--- src/hdl/assert_macros.svh ---
// assertion helpers, clocked on clk_i and disabled while rst_ni is low
`ifndef ASSERT_MACROS_SVH
`define ASSERT_MACROS_SVH

// property that must hold at every edge
`define ASSERT_ALWAYS(lbl, prop, msg) \
  lbl: assert property (@(posedge clk_i) disable iff (!rst_ni) (prop)) else $error(msg);

// consequence that must hold in the cycle after the trigger
`define ASSERT_NEXT(lbl, ante, cons, msg) \
  lbl: assert property (@(posedge clk_i) disable iff (!rst_ni) (ante) |=> (cons)) \
    else $error(msg);

`endif

--- src/hdl/xbse_pkg.sv ---
package xbse_pkg;

  // opcodes
  localparam logic [7:0] OP_XOR_RM = 8'h32;
  localparam logic [7:0] OP_JNO    = 8'h71;
  localparam logic [7:0] OP_JC     = 8'h72;
  localparam logic [7:0] OP_JNC    = 8'h73;
  localparam logic [7:0] OP_JZ     = 8'h74;
  localparam logic [7:0] OP_JNZ    = 8'h75;
  localparam logic [7:0] OP_JS     = 8'h78;
  localparam logic [7:0] OP_JNS    = 8'h79;
  localparam logic [7:0] OP_JP     = 8'h7A;
  localparam logic [7:0] OP_JNP    = 8'h7B;
  localparam logic [7:0] OP_SAHF   = 8'h9E;
  localparam logic [7:0] OP_LAHF   = 8'h9F;
  localparam logic [7:0] OP_MOV_AL = 8'hB0;
  localparam logic [7:0] OP_MOV_CL = 8'hB1;
  localparam logic [7:0] OP_MOV_AH = 8'hB4;
  localparam logic [7:0] OP_SHL1   = 8'hD0;
  localparam logic [7:0] OP_SHR_CL = 8'hD2;
  localparam logic [7:0] OP_JMPF   = 8'hEA;
  localparam logic [7:0] OP_CLI    = 8'hFA;

  // accepted modrm bytes for the shift group
  localparam logic [7:0] MODRM_SHL_AL = 8'hE0;
  localparam logic [7:0] MODRM_SHR_AH = 8'hEC;

  // 8-bit register codes
  localparam logic [2:0] R8_AL = 3'd0;
  localparam logic [2:0] R8_CL = 3'd1;
  localparam logic [2:0] R8_AH = 3'd4;

  // flag bit positions
  localparam int unsigned FL_CF = 0;
  localparam int unsigned FL_PF = 2;
  localparam int unsigned FL_ZF = 6;
  localparam int unsigned FL_SF = 7;
  localparam int unsigned FL_OF = 11;

  localparam logic [15:0] SAHF_KEEP = 16'hFF2A;
  localparam logic [7:0]  SAHF_LOAD = 8'hD5;
  localparam logic [15:0] CLI_MASK  = 16'hFDFF;

  // reset values
  localparam logic [15:0] CS_RESET = 16'hF000;
  localparam logic [15:0] IP_RESET = 16'hFFF0;
  localparam logic [15:0] FL_RESET = 16'hF002;

  localparam int unsigned IN_W  = 40;
  localparam int unsigned OUT_W = 112;

endpackage

--- src/hdl/x86_byte_subset_execute.sv ---
// Executes one instruction of a small 8086 subset per request. The input request carries the
// opcode and the four bytes that follow it at CS:IP; the result carries IP, CS, AX, BX, CX,
// DX and FLAGS after execution plus an unsupported flag. A new request is taken every cycle
// and results leave at one per cycle while the result side is not back-pressured; a request
// is held in the input register, which feeds an execute stage that reads and writes the
// architectural registers and loads the result register. Reset puts CS=F000h, IP=FFF0h,
// FLAGS=F002h and clears the general registers.
`include "assert_macros.svh"

module x86_byte_subset_execute
  import xbse_pkg::*;
(
  input  logic         clk_i,
  input  logic         rst_ni,
  input  logic         s_axis_tvalid_i,
  output logic         s_axis_tready_o,
  // opcode, byte1, byte2, byte3, byte4
  input  logic [39:0]  s_axis_tdata_i,
  output logic         m_axis_tvalid_o,
  input  logic         m_axis_tready_i,
  // out_ip, out_cs, out_ax, out_bx, out_cx, out_dx, out_flags
  output logic [111:0] m_axis_tdata_o,
  // unsupported
  output logic         m_axis_tuser_o
);

  logic              in_vld_q, in_vld_d;
  logic [IN_W-1:0]   in_data_q;
  logic              out_vld_q, out_vld_d;
  logic [OUT_W-1:0]  out_data_q;
  logic              out_unsup_q;
  logic              s_accept, exec_go;

  logic [15:0] ax_q, bx_q, cx_q, dx_q, cs_q, ip_q, fl_q;
  logic [15:0] ax_d, bx_d, cx_d, dx_d, cs_d, ip_d, fl_d;
  logic        unsup_d;

  logic [7:0]  op, b1, b2, b3, b4;
  logic        wr_en;
  logic [2:0]  wr_code;
  logic [7:0]  wr_val;
  logic        is_jcc, take;
  logic [7:0]  res8, shr_old, shr_cnt, shr_cm1;
  logic [15:0] fl_tmp;

  function automatic logic [7:0] get8(input logic [2:0] code, input logic [15:0] a,
                                      input logic [15:0] c, input logic [15:0] d,
                                      input logic [15:0] b);
    logic [15:0] r;
    case (code[1:0])
      2'd0:    r = a;
      2'd1:    r = c;
      2'd2:    r = d;
      default: r = b;
    endcase
    return code[2] ? r[15:8] : r[7:0];
  endfunction

  // sign, zero and parity from an 8-bit result
  function automatic logic [15:0] szp(input logic [15:0] f, input logic [7:0] v);
    logic [15:0] o;
    o        = f;
    o[FL_SF] = v[7];
    o[FL_ZF] = (v == 8'h00);
    o[FL_PF] = ~(^v);
    return o;
  endfunction

  assign exec_go         = in_vld_q && (!out_vld_q || m_axis_tready_i);
  assign s_axis_tready_o = !in_vld_q || exec_go;
  assign s_accept        = s_axis_tvalid_i && s_axis_tready_o;

  assign op = in_data_q[7:0];
  assign b1 = in_data_q[15:8];
  assign b2 = in_data_q[23:16];
  assign b3 = in_data_q[31:24];
  assign b4 = in_data_q[39:32];

  always_comb begin
    ip_d    = ip_q;
    cs_d    = cs_q;
    fl_d    = fl_q;
    unsup_d = 1'b0;
    wr_en   = 1'b0;
    wr_code = R8_AL;
    wr_val  = 8'h00;
    is_jcc  = 1'b0;
    take    = 1'b0;
    res8    = 8'h00;
    fl_tmp  = fl_q;
    shr_old = ax_q[15:8];
    shr_cnt = cx_q[7:0];
    shr_cm1 = cx_q[7:0] - 8'd1;
    case (op)
      OP_XOR_RM: begin
        if (b1[7:6] == 2'b11) begin
          res8           = get8(b1[5:3], ax_q, cx_q, dx_q, bx_q) ^
                           get8(b1[2:0], ax_q, cx_q, dx_q, bx_q);
          wr_en          = 1'b1;
          wr_code        = b1[5:3];
          wr_val         = res8;
          fl_tmp[FL_CF]  = 1'b0;
          fl_tmp[FL_OF]  = 1'b0;
          fl_d           = szp(fl_tmp, res8);
        end else begin
          unsup_d = 1'b1;
        end
        ip_d = ip_q + 16'd2;
      end
      OP_JNO: begin is_jcc = 1'b1; take = !fl_q[FL_OF]; end
      OP_JC:  begin is_jcc = 1'b1; take =  fl_q[FL_CF]; end
      OP_JNC: begin is_jcc = 1'b1; take = !fl_q[FL_CF]; end
      OP_JZ:  begin is_jcc = 1'b1; take =  fl_q[FL_ZF]; end
      OP_JNZ: begin is_jcc = 1'b1; take = !fl_q[FL_ZF]; end
      OP_JS:  begin is_jcc = 1'b1; take =  fl_q[FL_SF]; end
      OP_JNS: begin is_jcc = 1'b1; take = !fl_q[FL_SF]; end
      OP_JP:  begin is_jcc = 1'b1; take =  fl_q[FL_PF]; end
      OP_JNP: begin is_jcc = 1'b1; take = !fl_q[FL_PF]; end
      OP_SAHF: begin
        fl_d = (fl_q & SAHF_KEEP) | {8'h00, ax_q[15:8] & SAHF_LOAD};
        ip_d = ip_q + 16'd1;
      end
      OP_LAHF: begin
        wr_en   = 1'b1;
        wr_code = R8_AH;
        wr_val  = fl_q[7:0];
        ip_d    = ip_q + 16'd1;
      end
      OP_MOV_AL: begin
        wr_en = 1'b1; wr_code = R8_AL; wr_val = b1; ip_d = ip_q + 16'd2;
      end
      OP_MOV_CL: begin
        wr_en = 1'b1; wr_code = R8_CL; wr_val = b1; ip_d = ip_q + 16'd2;
      end
      OP_MOV_AH: begin
        wr_en = 1'b1; wr_code = R8_AH; wr_val = b1; ip_d = ip_q + 16'd2;
      end
      OP_SHL1: begin
        if (b1 == MODRM_SHL_AL) begin
          res8          = {ax_q[6:0], 1'b0};
          wr_en         = 1'b1;
          wr_code       = R8_AL;
          wr_val        = res8;
          fl_tmp[FL_CF] = ax_q[7];
          fl_tmp[FL_OF] = ax_q[7] ^ ax_q[6];
          fl_d          = szp(fl_tmp, res8);
        end else begin
          unsup_d = 1'b1;
        end
        ip_d = ip_q + 16'd2;
      end
      OP_SHR_CL: begin
        if (b1 == MODRM_SHR_AH) begin
          // zero count leaves AH and flags alone
          if (shr_cnt != 8'd0) begin
            res8          = (shr_cnt >= 8'd8) ? 8'h00 : (shr_old >> shr_cnt[2:0]);
            wr_en         = 1'b1;
            wr_code       = R8_AH;
            wr_val        = res8;
            fl_tmp[FL_CF] = (shr_cnt <= 8'd8) ? shr_old[shr_cm1[2:0]] : 1'b0;
            fl_tmp[FL_OF] = (shr_cnt == 8'd1) && shr_old[7];
            fl_d          = szp(fl_tmp, res8);
          end
        end else begin
          unsup_d = 1'b1;
        end
        ip_d = ip_q + 16'd2;
      end
      OP_JMPF: begin
        ip_d = {b2, b1};
        cs_d = {b4, b3};
      end
      OP_CLI: begin
        fl_d = fl_q & CLI_MASK;
        ip_d = ip_q + 16'd1;
      end
      default: begin
        unsup_d = 1'b1;
        ip_d    = ip_q + 16'd1;
      end
    endcase
    if (is_jcc) begin
      ip_d = ip_q + 16'd2 + (take ? {{8{b1[7]}}, b1} : 16'h0000);
    end
  end

  // byte write-back into the general registers
  always_comb begin
    ax_d = ax_q;
    cx_d = cx_q;
    dx_d = dx_q;
    bx_d = bx_q;
    if (wr_en) begin
      case (wr_code[1:0])
        2'd0:    ax_d = wr_code[2] ? {wr_val, ax_q[7:0]} : {ax_q[15:8], wr_val};
        2'd1:    cx_d = wr_code[2] ? {wr_val, cx_q[7:0]} : {cx_q[15:8], wr_val};
        2'd2:    dx_d = wr_code[2] ? {wr_val, dx_q[7:0]} : {dx_q[15:8], wr_val};
        default: bx_d = wr_code[2] ? {wr_val, bx_q[7:0]} : {bx_q[15:8], wr_val};
      endcase
    end
  end

  always_comb begin
    in_vld_d = in_vld_q;
    if (s_accept) begin
      in_vld_d = 1'b1;
    end else if (exec_go) begin
      in_vld_d = 1'b0;
    end
    out_vld_d = out_vld_q;
    if (exec_go) begin
      out_vld_d = 1'b1;
    end else if (m_axis_tready_i) begin
      out_vld_d = 1'b0;
    end
  end

  always_ff @(posedge clk_i or negedge rst_ni) begin
    if (!rst_ni) begin
      in_vld_q  <= 1'b0;
      out_vld_q <= 1'b0;
      ax_q      <= 16'h0000;
      bx_q      <= 16'h0000;
      cx_q      <= 16'h0000;
      dx_q      <= 16'h0000;
      cs_q      <= CS_RESET;
      ip_q      <= IP_RESET;
      fl_q      <= FL_RESET;
    end else begin
      in_vld_q  <= in_vld_d;
      out_vld_q <= out_vld_d;
      if (exec_go) begin
        ax_q <= ax_d;
        bx_q <= bx_d;
        cx_q <= cx_d;
        dx_q <= dx_d;
        cs_q <= cs_d;
        ip_q <= ip_d;
        fl_q <= fl_d;
      end
    end
  end

  always_ff @(posedge clk_i) begin
    if (s_accept) begin
      in_data_q <= s_axis_tdata_i;
    end
    if (exec_go) begin
      out_data_q  <= {fl_d, dx_d, cx_d, bx_d, ax_d, cs_d, ip_d};
      out_unsup_q <= unsup_d;
    end
  end

  assign m_axis_tvalid_o = out_vld_q;
  assign m_axis_tdata_o  = out_data_q;
  assign m_axis_tuser_o  = out_unsup_q;

  `ASSERT_NEXT(a_exec_fills_out, exec_go, out_vld_q, "executed request gave no result")
  `ASSERT_NEXT(a_unsup_keeps_gpr, exec_go && unsup_d,
               $stable(ax_q) && $stable(bx_q) && $stable(cx_q) && $stable(dx_q),
               "unsupported instruction changed a general register")
  `ASSERT_NEXT(a_cs_only_far_jmp, !(exec_go && (op == OP_JMPF)), $stable(cs_q),
               "cs changed outside a far jump")
  `ASSERT_ALWAYS(a_no_accept_full,
                 !in_vld_q || s_axis_tready_o || (out_vld_q && !m_axis_tready_i),
                 "input stage stalled without a blocked result")

endmodule

--- config.mk ---
export PLATFORM = sky130hd
export DESIGN_NAME = x86_byte_subset_execute
export DESIGN_NICKNAME = d
export VERILOG_FILES = /design/src/hdl/xbse_pkg.sv /design/src/hdl/x86_byte_subset_execute.sv
export VERILOG_INCLUDE_DIRS = /design/src /design/src/hdl
export SDC_FILE = /design/constraint.sdc
export NUM_CORES = 1
export LEC_CHECK = 0
export ABC_AREA = 1
export BUFFER_PORTS_ARGS = -buffer_cell sky130_fd_sc_hd__buf_2
export CAP_MARGIN = 30
export CORE_MARGIN = 4
export CORE_UTILIZATION = 50
export CTS_BUF_LIST = sky130_fd_sc_hd__clkbuf_8
export DETAILED_ROUTE_END_ITERATION = 8
export GPL_TIMING_DRIVEN = 1
export PLACE_DENSITY = 0.71
export RECOVER_POWER = 50
export SYNTH_ARGS = -nofsm -noshare
export SYNTH_HDL_FRONTEND = slang
export SYNTH_SLANG_ARGS = --single-unit
--- constraint.sdc ---
create_clock -name clk_i -period 4.3 [get_ports clk_i]
set_clock_uncertainty 0.2 [all_clocks]
set_input_delay 0.86 -clock clk_i [delete_from_list [all_inputs] [get_ports clk_i]]
set_output_delay 0.86 -clock clk_i [all_outputs]
set_load 0.05 [all_outputs]
-- Word-level counts from Yosys, hierarchy flattened
Index checks and enable logic that the tools add are counted.
W data, S select, Z words.
- memory bits (read-only): 0
- latch bits: 0
- bits in writable memories: 0
- logic and storage cells: 143
- output and inout port bits: 115
- memories kept: 0
- register bits: 267
- bits of input ports: 44
- muxes and demuxes: 57
- bitwise gates (word level): 6
- order comparisons: 3
- reduce and logical (&&, ||, !) cells: 31
- multipliers: 0
- shift-type cells: 1
- divide/modulo/power cells: 0
- $add $sub $neg: 4
- eq/ne operators: 29
- operators with widths (cell ; count):
    $mux W16 ; 19
    $pmux W16 S3 ; 3
    $eq A8 B8 Y1 const B ; 11
    $pmux W16 S5 ; 1
    $eq A8 B7 Y1 const B ; 9
    $mux W8 ; 7
    $mux W12 ; 4
    $pmux W8 S5 ; 1
    $reduce_xor A8 Y1 ; 3
    $add A16 B1 Y16 const B ; 1
    $add A16 B16 Y16 ; 1
    $add A16 B2 Y16 const B ; 1
    $logic_not A8 Y1 ; 2
    $or A16 B8 Y16 ; 1
    $reduce_or A16 Y1 ; 1
    $mux W1 ; 14
    $pmux W3 S4 ; 1
    $mux W3 ; 3
    $pmux W1 S9 ; 1
    $reduce_or A9 Y1 ; 1
    $eq A2 B2 Y1 const B ; 4
    $eq A8 B1 Y1 const B ; 1
    $eq A8 B6 Y1 const B ; 1
    $ge A8 B4 Y1 const B ; 1
    other kinds (21) ; 39

-- Depth between registers and ports, before layout
- depth in word-level cells: 11
- depth in mapped cells: 22
- depth with buffers taken out: 21

-- Worst setup path before layout
No wires, ideal clock.
- kind: input to register
- start point: input m_axis_tready_i
- end point: register out_data_q[0], in the netlist m_axis_tdata_o[0], enable pin
- stages: 6
- library setup time: 0.424 ns
- path slack: 0.791 ns
- required time: 3.676 ns
- path buffers: 2
- data arrival time: 2.885 ns
- cells stage by stage: inv_1 -> nand2_1 -> nand2_1 -> inv_1 -> clkbuf_1 -> buf_2
- word-level cells in the longest chain between the ends: 2
- ends and longest elaborated chain (element ; RTL line ; source):
    start, declared ; x86_byte_subset_execute.sv:20 ; input logic m_axis_tready_i,
    $logic_or A1 B1 Y1 ; x86_byte_subset_execute.sv:69 ; assign exec_go = in_vld_q && (!out_vld_q || m_axis_tready_i);
    $logic_and A1 B1 Y1 ; x86_byte_subset_execute.sv:69 ;
    via exec_go ; x86_byte_subset_execute.sv:32 ; logic s_accept, exec_go;
    end signal, assigned ; x86_byte_subset_execute.sv:249 ; out_data_q <= {fl_d, dx_d, cx_d, bx_d, ax_d, cs_d, ip_d};
    end, declared ; x86_byte_subset_execute.sv:30 ; logic [OUT_W-1:0] out_data_q;
The timed path passes the listed nets, and every way through them passes these cells.
A chain may end at the register's enable or synchronous reset.

-- Worst setup path in the final report
- start point: register in_data_q[0]
- end point: register out_data_q[10], in the netlist m_axis_tdata_o[10] (data pin)
- word-level cells in the longest chain between the ends: 5
- elaborated cells on any way between the ends: 24
- classes of those cells: add/sub: 1; eq/ne: 16; mux: 5; reduce/logical: 2
- ends and longest elaborated chain (element ; RTL line ; source):
    start, declared ; x86_byte_subset_execute.sv:28 ; logic [IN_W-1:0] in_data_q;
    start signal, assigned ; x86_byte_subset_execute.sv:246 ; in_data_q <= s_axis_tdata_i;
    $eq A8 B7 Y1 ; x86_byte_subset_execute.sv:94 ; case (op)
    $pmux W1 S9 ; x86_byte_subset_execute.sv:94 ;
    $mux W16 ; x86_byte_subset_execute.sv:183 ; ip_d = ip_q + 16'd2 + (take ? {{8{b1[7]}}, b1} : 16'h0000);
    $add A16 B16 Y16 ; x86_byte_subset_execute.sv:183 ;
    $mux W16 * ; x86_byte_subset_execute.sv:182 ; if (is_jcc) begin
    via ip_d[10] ; x86_byte_subset_execute.sv:35 ; logic [15:0] ax_d, bx_d, cx_d, dx_d, cs_d, ip_d, fl_d;
The timed path passes the listed nets; every way through them passes the cells marked *.

==> impl_metrics.py <==
metrics = {
    "global_route": {
        "global_route_wire_length_before_repair_um": 70500,
        "grt_usage_pct": 27.3,
        "grt.met1_usage_pct": 35.4,
        "maximum_number_of_pins_on_one_net_before_global_route_repair": 113,
        "gr-total-overflow": 0,
        "antenna_violations_before_repair": 3,
        "groute.layer.met2.usage_pct": 45.0,
        "grt_use_met3_pct": 4.99,
        "globalRoute.busiestLayer": "met2",
        "grt_pass1_vias": 12637,
    },
    "setup_path": {
        "timing.setup.critical_path_class": "flop to flop",
        "timing.critical_path.buf_inv": 1,
        "crit_path_start_kind": "flop",
        "critical_path.endpoint_type": "flop",
        "worst_path_maximum_fanout": 7,
        "cp_slowest_cell": "edfxtp_1",
        "cells_along_the_critical_path": "inv_1, nor2_1, nand2_1, nor2_1, nor2_1, nand3_1, nand2_1, nor2_1, ha_1, fa_1, nand2_1, nand2_1, o21ai_0, o21ai_0, a21oi_1, or2_2, nand3_1, and2_1",
        "cpLargestDelayFamily": "simple AND/OR/NAND/NOR gates",
        "cp.arrival_ps": 3800,
        "critical_path.max_stage_delay_ps": 450,
        "worstPathRequired_ps": 4440,
    },
    "yosys": {
        "synth_top_area_share_pct": 31.1,
        "synth_flop_cell": "edfxtp_1",
        "synth.yosys.seq_area_share_pct": 50.5,
        "ys_async_sr_fraction_pct": 42.7,
        "synth_largest_area_cell": "edfxtp_1",
        "syn_area_per_cell_sq_um": 8.25,
        "ys_types": 50,
        "postSynthRegisterBits": 267,
        "synth_fp_nets": 1866,
        "cells_taking_the_most_area_after_synthesis": "edfxtp_1, dfrtp_1, nand2_1",
        "synth.cell_area_sq_um": 14800,
        "yosys_warnings": 0,
        "synth_edf_count": 153,
        "synthCells": 1793,
    },
    "clock_tree": {
        "cts_made_buffers": 44,
        "cts.reportedPaths.clkPinSlew_ps": 60,
        "clock_tree_from_tritoncts": "yes",
        "cts.path.max_buffers": 3,
        "postCtsSetupBuffers": 0,
        "num_clock_sinks": 267,
        "ctsHtreeMaxLevel": 2,
        "postCtsResizedCells": 0,
        "cts.root.buffer_cell": "clkbuf_8",
        "clock_network_latency_to_the_later_pin_of_the_worst_skew_pair_ps": 590,
        "cts_hold_repair_buffers": 0,
    },
    "floorplanning": {
        "core_region_area_sq_um": 28900,
        "die-area_sq_um": 32400,
        "row_count": 62,
        "ioPinCount": 159,
        "chipHeight_um": 180,
        "start_util_pct": 51.1,
        "die_w_um": 180,
    },
    "final_layout": {
        "num-nets-final": 2022,
        "seq_area_sq_um": 7470,
        "filler_cell_count": 2713,
        "fraction_of_final_layout_cells_sized_beyond_drive_strength_1_pct": 15.7,
        "area_growth_syn_to_layout_pct": 13.3,
        "area_of_combinational_cells_with_multiple_inputs_sq_um": 6380,
    },
    "worst_hold_path": {
        "hold_path.class": "flop to flop",
    },
    "sta": {
        "final.period_utilization_pct": 85.0,
        "fmax_ghz": 0.274,
        "timing.final.setup_violations": 0,
        "final.min_clock_period_ps": 3650,
        "hold_viol_final": 0,
        "unrepaired_setup_endpoints_after_global_routing": "false",
        "worst_pin_slew_ps": 3040,
        "number_of_pins_exceeding_their_max_slew_limit_in_the_final_report": 258,
        "slew_headroom_pct": -103,
        "worst_hold_slack_ps": 164,
        "tns_ps": 0,
    },
    "pwr": {
        "cellInternalPower_mw": 5.10,
        "peakVddDrop_mv": 0.366,
        "report.power.total_mw": 8.50,
        "swShare_pct": 40.0,
        "share_seq_of_total_power_pct": 42.5,
        "power.static_leakage_nw": 7.79,
        "power.net_switching_mw": 3.40,
        "power.share.combinational_pct": 33.4,
        "clockPowerShare_pct": 24.1,
        "power.density_nw_per_um2": 507,
    },
    "routing": {
        "dr.pass1.iters": 5,
        "num_vias": 13057,
        "final_routed_wirelength_across_all_metal_layers_um": 44800,
        "drc_errors": 0,
        "wire_per_inst_um": 18.9,
        "detail-route-antenna-nets": 0,
        "post_drt_via_cell_ratio": 5.51,
        "drtIter0Drc": 1342,
    },
    "run": {
        "drv_cap": 4,
    },
    "placement": {
        "gpl.final_weighted_congestion": 0.943,
        "post-dp-hpwl_um": 32300,
        "portBuffers": 158,
    },
    "status": {
        "outcome": "finished with violations",
        "violations_in_the_final_reports": "max-capacitance violations, max-slew violations",
    },
}
==> area by class of cell <==
type / count / share of cell area (%)
Inverter: 161 / 3.64
Multi-Input combinational cell: 1291 / 38.1
Tap cell: 384 / 2.87
Clock inverter: 35 / 0.896
Timing Repair Buffer: 184 / 6.00
Clock buffer: 47 / 3.86
Sequential cell: 267 / 44.6
Antenna cell: 1 / 0.0149
==> cells in the final DEF (no fill, tap or decap), types with 7 or more instances in the layout <==
cell,n
nor2_1,86
nand3_1,183
inv_2,13
xnor2_1,14
buf_4,19
clkinv_1,8
edfxtp_1,153
clkbuf_8,47
buf_2,154
inv_1,167
nor2_4,10
o21ai_0,118
nand2_2,11
dfrtp_1,93
or2_2,7
xor2_1,29
nand4_1,14
ha_1,28
nor3_1,19
a21oi_1,48
and2_1,43
o211ai_1,19
o22ai_1,8
dfstp_2,18
nand2_1,603
==> kinds of logic (layout without fill, tap and decap cells) <==
logic type	count (synthesis)	count (layout)	share of synthesized area, %
simple gates	1000	1000	29.9
fa+ha+maj	29	29	2.50
flops	267	267	50.5
xor+xnor	43	43	2.55
compound gates	219	219	8.21
other cells	0	1	0
buf+inv	235	427	6.26
==> routing by layer <==
layer  wire length, um  part of all wire [%]  vias to the layer above
li1                  -                     -                     6222
met1             18400                    41                     6147
met2             21000                    47                      546
met3              3220                   7.2                      138
met4              2170                   4.8                        4
met5                14                 0.031                        -
==> worst register-to-register path, cell delays in order, from the launching register on <==
cell	delay (ps)
edfxtp_1	450
inv_1	180
nor2_1	100
nand2_1	80
nor2_1	50
nor2_1	80
nand3_1	200
nand2_1	250
nor2_1	70
ha_1	240
fa_1	400
nand2_1	90
nand2_1	50
o21ai_0	160
o21ai_0	240
a21oi_1	230
or2_2	140
nand3_1	80
and2_1	150
==> Yosys cell counts (8+ instances only) <==
cell,count
nand2_1,603
nand3_1,183
edfxtp_1,153
inv_1,143
o21ai_0,118
dfrtp_1,93
nor2_1,86
a21oi_1,48
clkbuf_1,48
and2_1,43
xor2_1,29
ha_1,28
dfstp_2,21
o211ai_1,19
buf_2,18
nor3_1,18
inv_2,14
nand4_1,14
xnor2_1,14
nand2_2,11
nor2_4,10
o22ai_1,8
==> final timing paths <==
path	startpoint	end	slack, ps	depth (start not counted)
hold / removal	fl_q[13]$_DFFE_PN1P_	fl_q[13]$_DFFE_PN1P_	160	0
setup reg to reg	in_data_q[0]$_DFFE_PP_	m_axis_tdata_o[10]$_DFFE_PP_	650	18
hold reg to reg	fl_q[13]$_DFFE_PN1P_	fl_q[13]$_DFFE_PN1P_	160	0
max in group asynchronous	rst_ni	dx_q[7]$_DFFE_PN0P_	1060	1
setup / recovery	in_data_q[0]$_DFFE_PP_	m_axis_tdata_o[10]$_DFFE_PP_	650	18
min in group asynchronous	rst_ni	ip_q[3]$_DFFE_PN0P_	1100	1
==> registers in the layout, summed over array words and instances (netlist names) <==
name / count
dx_q: 16
m_axis_tuser_o: 1
cs_q: 16
in_vld_q: 1
m_axis_tdata_o: 112
fl_q: 16
ip_q: 16
in_data_q: 40
ax_q: 16
bx_q: 16
m_axis_tvalid_o: 1
cx_q: 16
==> power groups by stage <==
stage                     Sequential (mW)  Combinational [mW]  Clock [mW]
after detailed placement             3.64                2.83           0
after floorplan                      4.29                1.39           0
after CTS                            3.60                2.85        2.09
after global routing                 3.66                3.11        2.22
final                                3.61                2.84        2.05
after global placement               3.64                2.80           0
==> metrics by stage <==
step,worst slack [ps],area (sq um),utilization [%],instances
2_1_floorplan,791,14800,-,1793
3_3_place_gp,745,16000,55.2,2287
3_5_place_dp,693,16000,55.2,2287
4_1_cts,683,16800,58.0,2369
5_1_grt,292,16800,57.9,2370
6_report,646,16800,57.9,2370
Power figures use the tool's default switching activity.
